<file path="src/rtl/mpk_pkg.sv">
// Shared constants, types and helpers for the morse pattern keyer.
// No dependencies. Imported by morse_pattern_keyer.
`timescale 1ns / 1ps

package mpk_pkg;

    localparam int PATTERN_BITS = 8;
    localparam int PAT_IN_W     = 8;
    localparam int WPM_W        = 7;
    localparam int DOT_W        = 11;
    localparam int DUR_W        = 14;
    localparam int DUR_BYTES_W  = ((DUR_W + 7) / 8) * 8;
    localparam int DIV_CNT_W    = $clog2(DOT_W);

    localparam logic [DOT_W-1:0] MS_PER_DOT_AT_1WPM = DOT_W'(1200);
    localparam logic [WPM_W-1:0] WPM_RESET          = WPM_W'(20);
    localparam logic [DOT_W-1:0] DOT_RESET          = DOT_W'(60);

    typedef enum logic [2:0] {
        ST_IDLE,
        ST_DIV,
        ST_MARK,
        ST_SPACE,
        ST_END,
        ST_WORD
    } state_t;

    typedef enum logic [1:0] {
        SEG_DOT,
        SEG_DASH,
        SEG_CHAR_GAP,
        SEG_WORD_GAP
    } seg_kind_t;

    typedef logic [PATTERN_BITS-1:0] pattern_t;

    // mask the input field to the pattern width, zero above the field
    function automatic pattern_t mask_pattern(input logic [PAT_IN_W-1:0] p);
        pattern_t r;
        r = '0;
        for (int i = 0; i < PATTERN_BITS; i++) begin
            if (i < PAT_IN_W) begin
                r[i] = p[i];
            end
        end
        return r;
    endfunction

endpackage

</file>
<file path="src/rtl/morse_pattern_keyer.sv">
// Morse pattern keyer top level: speed register, bit-serial dot divider,
// pattern shift register, segment sequencer and output register. Uses mpk_pkg.
`timescale 1ns / 1ps

// Each input transaction is a pattern (LSB first, 1 = dah, 0 = dit, topmost set
// bit is the sentinel) or, with tuser set, a word space. A pattern with n
// elements gives 2n+1 output transactions: mark, one-dot space per element,
// then a two-dot gap flagged with tlast; a word space gives one seven-dot gap.
// The sequencer emits one segment per cycle while m_tready stays high; a new
// item is taken as soon as the last segment sits in the output register.
// Writing the speed starts a restoring division of 1200 by the speed, one
// quotient bit per cycle, which holds s_tready low until the quotient is
// complete. A speed of 0 is taken as 1.
module morse_pattern_keyer (
    input  logic                          aclk,
    input  logic                          aresetn,
    // speed register write
    input  logic                          cfg_valid,
    output logic                          cfg_ready,
    input  logic [mpk_pkg::WPM_W-1:0]     cfg_data,       // words_per_minute
    // input items
    input  logic                          s_tvalid,
    output logic                          s_tready,
    input  logic [mpk_pkg::PAT_IN_W-1:0]  s_tdata,        // symbol_pattern
    input  logic                          s_tuser,        // is_space
    // key segments
    output logic                          m_tvalid,
    input  logic                          m_tready,
    output logic [mpk_pkg::DUR_BYTES_W-1:0] m_tdata,      // duration_ms, zero pad
    output logic                          m_tuser,        // key_on
    output logic                          m_tlast         // last_segment
);
    import mpk_pkg::*;

    state_t                 state_reg, state_next;
    pattern_t               pat_reg, pat_next;
    logic [DOT_W-1:0]       dot_reg, dot_next;
    logic [WPM_W-1:0]       divisor_reg, divisor_next;
    logic [WPM_W-1:0]       rem_reg, rem_next;
    logic [DOT_W-1:0]       quo_reg, quo_next;
    logic [DIV_CNT_W-1:0]   div_cnt_reg, div_cnt_next;
    logic                   m_valid_reg, m_valid_next;
    logic [DUR_W-1:0]       m_dur_reg, m_dur_next;
    logic                   m_on_reg, m_on_next;
    logic                   m_last_reg, m_last_next;

    logic                   out_free;
    logic                   in_acc;
    logic                   cfg_acc;
    logic                   emit;
    logic                   seg_on;
    logic                   seg_last;
    seg_kind_t              seg_kind;
    logic [WPM_W:0]         trial;
    logic                   q_bit;
    logic [DUR_W-1:0]       dot_w;
    logic [DUR_W-1:0]       seg_dur;
    pattern_t               pat_shift;
    pattern_t               in_pat;
    logic                   more_elems;

    assign out_free   = !m_valid_reg || m_tready;
    assign cfg_acc    = cfg_valid && cfg_ready;
    assign in_acc     = s_tvalid && s_tready;
    assign in_pat     = mask_pattern(s_tdata);
    assign pat_shift  = pat_reg >> 1;
    assign more_elems = |pat_shift[PATTERN_BITS-1:1];

    // restoring division step
    assign trial = {rem_reg, quo_reg[DOT_W-1]} - {1'b0, divisor_reg};
    assign q_bit = !trial[WPM_W];

    // next state
    always_comb begin
        state_next = state_reg;
        case (state_reg)
            ST_IDLE: begin
                if (cfg_acc) begin
                    state_next = ST_DIV;
                end else if (in_acc) begin
                    if (s_tuser) begin
                        state_next = ST_WORD;
                    end else if (|in_pat[PATTERN_BITS-1:1]) begin
                        state_next = ST_MARK;
                    end else begin
                        state_next = ST_END;
                    end
                end
            end
            ST_DIV: begin
                if (div_cnt_reg == '0) begin
                    state_next = ST_IDLE;
                end
            end
            ST_MARK: begin
                if (out_free) begin
                    state_next = ST_SPACE;
                end
            end
            ST_SPACE: begin
                if (out_free) begin
                    state_next = more_elems ? ST_MARK : ST_END;
                end
            end
            ST_END, ST_WORD: begin
                if (out_free) begin
                    state_next = ST_IDLE;
                end
            end
            default: state_next = ST_IDLE;
        endcase
    end

    // sequencer outputs
    always_comb begin
        cfg_ready = 1'b0;
        s_tready  = 1'b0;
        emit      = 1'b0;
        seg_on    = 1'b0;
        seg_last  = 1'b0;
        seg_kind  = SEG_DOT;
        case (state_reg)
            ST_IDLE: begin
                cfg_ready = 1'b1;
                s_tready  = !cfg_valid;
            end
            ST_DIV: begin
            end
            ST_MARK: begin
                emit     = out_free;
                seg_on   = 1'b1;
                seg_kind = pat_reg[0] ? SEG_DASH : SEG_DOT;
            end
            ST_SPACE: begin
                emit = out_free;
            end
            ST_END: begin
                emit     = out_free;
                seg_last = 1'b1;
                seg_kind = SEG_CHAR_GAP;
            end
            ST_WORD: begin
                emit     = out_free;
                seg_last = 1'b1;
                seg_kind = SEG_WORD_GAP;
            end
            default: begin
            end
        endcase
    end

    // segment length from the dot length
    assign dot_w = DUR_W'(dot_reg);
    always_comb begin
        case (seg_kind)
            SEG_DOT:      seg_dur = dot_w;
            SEG_DASH:     seg_dur = dot_w + (dot_w << 1);
            SEG_CHAR_GAP: seg_dur = dot_w << 1;
            SEG_WORD_GAP: seg_dur = (dot_w << 3) - dot_w;
            default:      seg_dur = dot_w;
        endcase
    end

    // datapath next values
    always_comb begin
        pat_next     = pat_reg;
        dot_next     = dot_reg;
        divisor_next = divisor_reg;
        rem_next     = rem_reg;
        quo_next     = quo_reg;
        div_cnt_next = div_cnt_reg;
        if (cfg_acc) begin
            divisor_next = (cfg_data == '0) ? WPM_W'(1) : cfg_data;
            rem_next     = '0;
            quo_next     = MS_PER_DOT_AT_1WPM;
            div_cnt_next = DIV_CNT_W'(DOT_W - 1);
        end else if (state_reg == ST_DIV) begin
            rem_next     = q_bit ? trial[WPM_W-1:0]
                                 : {rem_reg[WPM_W-2:0], quo_reg[DOT_W-1]};
            quo_next     = {quo_reg[DOT_W-2:0], q_bit};
            div_cnt_next = div_cnt_reg - DIV_CNT_W'(1);
            if (div_cnt_reg == '0) begin
                dot_next = {quo_reg[DOT_W-2:0], q_bit};
            end
        end
        if (in_acc) begin
            pat_next = in_pat;
        end else if (state_reg == ST_SPACE && out_free) begin
            pat_next = pat_shift;
        end
    end

    // output register
    always_comb begin
        m_valid_next = m_valid_reg;
        m_dur_next   = m_dur_reg;
        m_on_next    = m_on_reg;
        m_last_next  = m_last_reg;
        if (emit) begin
            m_valid_next = 1'b1;
            m_dur_next   = seg_dur;
            m_on_next    = seg_on;
            m_last_next  = seg_last;
        end else if (m_tready) begin
            m_valid_next = 1'b0;
        end
    end

    always_ff @(posedge aclk) begin
        if (!aresetn) begin
            state_reg   <= ST_IDLE;
            dot_reg     <= DOT_RESET;
            divisor_reg <= WPM_RESET;
            div_cnt_reg <= '0;
            m_valid_reg <= 1'b0;
        end else begin
            state_reg   <= state_next;
            dot_reg     <= dot_next;
            divisor_reg <= divisor_next;
            div_cnt_reg <= div_cnt_next;
            m_valid_reg <= m_valid_next;
        end
    end

    always_ff @(posedge aclk) begin
        pat_reg    <= pat_next;
        rem_reg    <= rem_next;
        quo_reg    <= quo_next;
        m_dur_reg  <= m_dur_next;
        m_on_reg   <= m_on_next;
        m_last_reg <= m_last_next;
    end

    assign m_tvalid = m_valid_reg;
    assign m_tdata  = DUR_BYTES_W'(m_dur_reg);
    assign m_tuser  = m_on_reg;
    assign m_tlast  = m_last_reg;

    // an accepted item keeps the input closed on the following cycle
    a_item_busy: assert property (@(posedge aclk) disable iff (!aresetn)
        s_tvalid && s_tready |=> !s_tready)
        else $error("input accepted on consecutive cycles");

    // a speed write holds off input while the divider runs
    a_div_hold: assert property (@(posedge aclk) disable iff (!aresetn)
        cfg_valid && cfg_ready |=> !s_tready && !cfg_ready)
        else $error("input open during dot length division");

    // a key-down segment never closes a run
    a_mark_not_last: assert property (@(posedge aclk) disable iff (!aresetn)
        m_tvalid && m_tuser |-> !m_tlast)
        else $error("key-down segment flagged as last");

endmodule
</file>
<file path="config.mk">
export PLATFORM = sky130hd
export DESIGN_NAME = morse_pattern_keyer
export DESIGN_NICKNAME = d
export VERILOG_FILES = /design/src/rtl/mpk_pkg.sv /design/src/rtl/morse_pattern_keyer.sv
export SDC_FILE = /design/constraint.sdc
export NUM_CORES = 1
export LEC_CHECK = 0
export ABC_AREA = 1
export BUFFER_PORTS_ARGS = -buffer_cell sky130_fd_sc_hd__clkbuf_2
export CAP_MARGIN = 20
export CORE_UTILIZATION = 50
export CTS_BUF_LIST = sky130_fd_sc_hd__clkbuf_16
export DETAILED_ROUTE_END_ITERATION = 6
export PLACE_DENSITY = 0.69
export SKIP_CTS_REPAIR_TIMING = 1
export SLEW_MARGIN = 30
export SYNTH_ARGS = -nofsm -noshare
export SYNTH_HDL_FRONTEND = slang
export SYNTH_SLANG_ARGS = --single-unit
</file>
<file path="constraint.sdc">
create_clock -name aclk -period 2 [get_ports aclk]
set_input_delay 0.2 -clock aclk [delete_from_list [all_inputs] [get_ports aclk]]
set_output_delay 0.2 -clock aclk [all_outputs]
set_load 0.02 [all_outputs]
</file>
After elaboration in Yosys (flattened, before gate mapping)

Index checks and enable logic that the tools add are counted.

Bits in registers: 68
Input bits: 21
Output and inout port bits: 21

Add/sub/neg operators: 4
Equality and inequality tests: 13
Muxes and demuxes: 26
Bitwise logic cells: 2
Reductions and logical operators: 21

Operator list:

| operator                                                           | number |
|---|---|
| 14-bit one-hot mux with 4 select lines                             | 1 |
| 3-bit two-way mux                                                  | 9 |
| 8-bit two-way mux                                                  | 2 |
| 3-bit one-hot mux with 5 select lines                              | 1 |
| 7-bit two-way mux                                                  | 2 |
| 14-bit by 11-bit subtractor with 14-bit output                     | 1 |
| 11-bit by 12-bit adder with 13-bit output                          | 1 |
| 1-bit two-way mux                                                  | 8 |
| 4-bit two-way mux                                                  | 2 |
| 8-bit by 7-bit subtractor with 8-bit output                        | 1 |
| 7-bit logical NOT                                                  | 1 |
| 7-bit OR reduction                                                 | 1 |
| 3-bit by 2-bit == test with 1-bit output, second input constant    | 2 |
| 3-bit == test, second input constant                               | 2 |
| 2-bit inequality test, second input constant                       | 3 |
| 2-bit one-hot mux with 3 select lines                              | 1 |
| 2-bit nonzero test                                                 | 3 |
| 6-bit OR reduction                                                 | 1 |
| 5-bit AND reduction                                                | 1 |
| 2-bit == test, second input constant                               | 2 |
| 4-bit logical NOT                                                  | 1 |
| 2-bit OR reduction                                                 | 2 |
| 4-bit OR reduction                                                 | 1 |
| 4-bit by 1-bit subtractor with 4-bit output, second input constant | 1 |
| other kinds (11)                                                   | 16 |

Depth between registers and ports, before layout

Word-level depth: 6
Mapped depth: 13
Mapped depth without buffers: 13

Least setup slack after synthesis

Ideal clock, no wire load.

Kind: register to register
From: register state_reg[0]
To: register pat_reg[0] (enable)
Library setup time: 384 ps
Arrival time: 1,501 ps
Data required time: 1,616 ps
Slack: 115 ps
Stages on the path, launching flop included: 9
Buffers on the path: 1
Clock period less this slack: 1,885 ps
Cell sequence: dfxtp_1 -> nor2_2 -> nand2_2 -> nor2_4 -> inv_2 -> nor2_4 -> inv_2 -> buf_6 -> o21ai_0

Longest elaborated chain between the ends: 4
Elaborated cells between the ends (all ways): 6
Classes of those cells: 1 x eq/ne; 1 x mux; 4 x reduce/logical

RTL lines:

| item                                | line                       | source |
|---|---|---|
| start, declared                     | morse_pattern_keyer.sv:35  | `state_t state_reg, state_next;` |
| start signal, assigned              | morse_pattern_keyer.sv:217 | `state_reg <= state_next;` |
| 3-bit logical NOT                   | morse_pattern_keyer.sv:122 | `case (state_reg)` |
| 1-bit two-way mux                   | morse_pattern_keyer.sv:122 |  |
| net s_tready                        | morse_pattern_keyer.sv:23  | `output logic s_tready,` |
| 1-bit logical AND                   | morse_pattern_keyer.sv:64  | `assign in_acc = s_tvalid && s_tready;` |
| 2-bit nonzero test (no source line) | -                          |  |
| end signal, assigned                | morse_pattern_keyer.sv:226 | `pat_reg <= pat_next;` |
| end, declared                       | morse_pattern_keyer.sv:36  | `pattern_t pat_reg, pat_next;` |

The timed path passes the listed nets, and every way through them passes these cells.
A chain may end at the register's enable or synchronous reset.

Final worst setup path

From: register dot_reg[3]
To: register m_dur_reg[11], data pin

Longest elaborated chain between the ends: 2
Elaborated cells between the ends (all ways): 3
Classes of those cells: 2 x add/sub; 1 x mux

RTL lines:

| item                                                                                                               | line                                                   | source |
|---|---|---|
| start, declared                                                                                                    | morse_pattern_keyer.sv:37                              | `logic [DOT_W-1:0] dot_reg, dot_next;` |
| start signal, assigned                                                                                             | morse_pattern_keyer.sv:218                             | `dot_reg <= dot_next;` |
| 14-bit by 11-bit subtractor with 14-bit output / 11-bit by 12-bit adder with 13-bit output (equally long branches) | morse_pattern_keyer.sv:159, morse_pattern_keyer.sv:157 |  |
| 14-bit one-hot mux with 4 select lines (*)                                                                         | morse_pattern_keyer.sv:155                             | `case (seg_kind)` |
| net seg_dur[11]                                                                                                    | morse_pattern_keyer.sv:57                              | `logic [DUR_W-1:0] seg_dur;` |
| end signal, assigned                                                                                               | morse_pattern_keyer.sv:229                             | `m_dur_reg <= m_dur_next;` |
| end, declared                                                                                                      | morse_pattern_keyer.sv:43                              | `logic [DUR_W-1:0] m_dur_reg, m_dur_next;` |

The timed path passes the listed nets; every way through them passes the cells marked *.

==> results.txt <==
- Count of state elements after synthesis: 68
* Post-detailed-route via-to-cell ratio: 5.35
- Summing over every cut layer, the via total after detailed routing is 4,342.
- In the synthesized netlist the dominant register cell turns out to be sky130_fd_sc_hd__dfxtp_1.
- Summed over all cells, the static leakage comes to 0.00256 uW.
- Clock tree from TritonCTS: yes
- During synthesis, Yosys emitted a total of 0 warnings.
* Highest clock rate: 0.524 GHz
- Summed over all nets, the switching power comes to 3280 uW.
* Cells traversed along the worst timing path: buf_4 > ha_2 > a21oi_1 > o21ai_0 > nand2_1 > nand4_1 > nand3_1 > nand3_1
- Fraction of final layout cells sized beyond drive strength 1: 19.9%
* Maximum number of pins on one net before global-route repair: 24
- In this run the core area contains 34 standard-cell rows.
* Drt first pass iters: 7
* Diode insertion count for antenna repair: 0
- Internal Power: 4270 uW
- Global Route Usage Sum: 24.3%
* Number of global-route vias before repair: 4,196
* Number of clock sinks: 68
* WP data arrival: 2.00 ns
- In this run, synthesis inferred 24 flip-flops with an integrated enable.
* Critical path fanouts, max: 6
- Min cycle time layout: 1.91 ns
* Dominant cell type by count on the critical path: sky130_fd_sc_hd__nand3_1
* Cell with the most instances after synthesis: sky130_fd_sc_hd__nand2_1
- After detailed routing, the average wire length per cell comes to 13.6 um.
- During placement, the flow inserted port buffers numbering 39.
- Hold timing on the final database bottoms out at a slack of 0.0941 ns.
* Area share of the largest cell type after synthesis: 19.2%
- Per report_power, the combinational group accounts for 51.1% of the total.
- After synthesis, the cell types taking the most area are sky130_fd_sc_hd__dfxtp_1 (19%), sky130_fd_sc_hd__edfxtp_1 (16%), sky130_fd_sc_hd__nand2_1 (12%), sky130_fd_sc_hd__ha_1 (8.5%), sky130_fd_sc_hd__inv_1 (7.6%).
* Share of the cycle needed by the critical path after routing: 95.5%
- Final count of pins violating max slew: 0
- The later pin in the worst-skew pair is clocked with a latency of 0.34 ns.
- IR analysis of the VDD net gives a maximum drop of 0.606 mV.
- For this block, the routed nets add up to 11,100 um of wire.
- Remaining Overflow, GRT: 0
- The initial antenna violation count was 0.
- Die width: 97.8 um
- STA puts the critical path data required time at 2.09 ns.
- Hold violation total from the final report: 0
* Sequential group share of total power: 28.1%
* Cell area after synthesis: 4590 um^2
- Run status: finished, violations left
* Final setup vio count: 0
* Crit end category: register
* Global-route wire length before repair: 18,600 um
- The clock network accounts for 20.8% of the total power.
- Average cell area after synthesis: 7.25 um^2
* Ys async rst share: 0%
- Root buffer cell: sky130_fd_sc_hd__clkbuf_16
- Violations in the final reports: DRC
* Post-route ant nets: 0
- Switching share of total power: 43.5%
- Height of the die: 97.8 um
- Ports placed on the boundary: 42
* Power per cell area: 1400 nW/um^2
* Post-detailed-route DRC marker count: 5
- Relative to the synthesized area, the layout overhead comes to 17.5%.
* Post-synth top cells: sky130_fd_sc_hd__nand2_1 (150), sky130_fd_sc_hd__inv_1 (93), sky130_fd_sc_hd__nand3_1 (55)
* Final HPWL from detailed placement: 8300 um
- Startpoint class of the critical path: register
- In this run, placement finished with an instance count of 796.
- The register with the most flip-flops in the layout has 14 of them.
- Once the floorplan was initialized, standard cells occupied 52.1% of the core.
- Cell with the largest stage delay on the worst path: sky130_fd_sc_hd__dfxtp_1
- Clock-pin slew was measured on the worst setup and hold paths at 0.06 ns.
- The total area inside the core boundary comes to 8810 um^2.
- The largest total area in the synthesized netlist belongs to sky130_fd_sc_hd__dfxtp_1.
- The count of cells in the finished layout, fillers not included, comes to 812.
* Die Area: 9560 um^2
* Number of instances in the synthesized netlist: 633
- For this block, the initial DRC count from the detailed router was 179.
- The tool flagged a number of max-cap violations equal to 0.
- No sink is reached through more buffers than the 2 on the longest clock path.
- Synthesis instantiated 43 different standard cells from the library.
* Fin nets: 753
- The tightest min-delay check is of the in2reg type.
- Number of levels in the clock H-tree: 3
* CP peak stage delay: 0.33 ns
* Routability-driven placement congestion ratio: 0.916
- Class of the most critical setup path: reg2reg
* Sequential share of the synthesized area: 34.9%
* Number of clock buffers inserted by TritonCTS: 9
* Worst clock skew: 0.00484 ns
final timing paths:
kind	slack (ns)	startpoint	endpoint	cells after the start
worst max-delay path	0.09	dot_reg[3]$_SDFFE_PN1P_	m_dur_reg[11]$_DFFE_PP_	8
worst min register to register	0.46	divisor_reg[6]$_SDFFE_PN0P_	divisor_reg[6]$_SDFFE_PN0P_	2
worst min-delay path	0.09	cfg_data[2]	divisor_reg[2]$_SDFFE_PN1P_	3
worst max register to register	0.09	dot_reg[3]$_SDFFE_PN1P_	m_dur_reg[11]$_DFFE_PP_	8
power by group through the flow:
stage          sequential (uW)  combinational [uW]  clock [uW]
5_1_grt                   2170                4350        1650
4_1_cts                   2120                3770        1600
2_1_floorplan             2220                2680           0
3_3_place_gp              2130                3650           0
3_5_place_dp              2140                3750           0
6_report                  2120                3860        1570
final cells by class:
type	instances	area [um^2]
tap	108	135
clock buffer	9	225
inverter	106	400
clock inverter	7	66.3
fill	787	3410
timing repair buffer	66	398
sequential	68	1600
multi-input combinational	448	2560
kinds of logic after synthesis:
kind of cell | synth area share [%]
XOR/XNOR | 0.955
AND/OR/NAND/NOR | 29.8
AO/OA/AOI/OAI | 14.6
other | 0.0817
adder cells (fa/ha/maj) | 9.33
flip-flops | 34.9
buffers and inverters | 10.4
per-layer routing:
| layer | vias up | GRT usage [%] | part of all wire, % |
|---|---|---|---|
| li1 | 2226 | - | - |
| met5 | - | 0 | 0 |
| met2 | 97 | 42.9 | 49 |
| met3 | 20 | 3.65 | 3.9 |
| met1 | 1999 | 29.3 | 45 |
| met4 | 0 | 10.8 | 2.4 |
cell usage in the layout (no fill, tap or decap), types with 9 or more instances in the layout:
master,netlist,final
sky130_fd_sc_hd__nand2_1,150,149
sky130_fd_sc_hd__clkbuf_2,0,39
sky130_fd_sc_hd__a21oi_1,48,46
sky130_fd_sc_hd__ha_1,31,27
sky130_fd_sc_hd__inv_1,93,91
sky130_fd_sc_hd__nor2_1,32,31
sky130_fd_sc_hd__clkbuf_16,0,9
sky130_fd_sc_hd__inv_2,9,11
sky130_fd_sc_hd__buf_4,2,27
sky130_fd_sc_hd__dfxtp_1,44,42
sky130_fd_sc_hd__nand3_1,55,55
sky130_fd_sc_hd__edfxtp_1,24,24
sky130_fd_sc_hd__o21ai_0,37,36
sky130_fd_sc_hd__nand4_1,20,20
per-stage QoR:
stage | instance area (um^2) | setup TNS, ns | setup slack [ns] | utilization [%] | total power [uW]
after floorplan | 4590 | 0 | 0.115 | - | 4910
after global placement | 5050 | 0 | 0.0674 | 57.3 | 5780
after detailed placement | 5050 | 0 | 0.0151 | 57.3 | 5890
after CTS | 5340 | 0 | 0.0170 | 60.7 | 7490
after global routing | 5390 | -0.0654 | -0.0350 | 61.2 | 8170
final | 5390 | 0 | 0.0907 | 61.2 | 7560
critical path: cells and delay by family (launching register included):
kind	cells	cell delay [ns]
AND/OR/NAND/NOR	4	0.42
buffers and inverters	1	0.16
AO/OA/AOI/OAI	2	0.43
flip-flops	1	0.33
adder cells (fa/ha/maj)	1	0.31
Note: power is estimated with default switching activity, not from simulation.
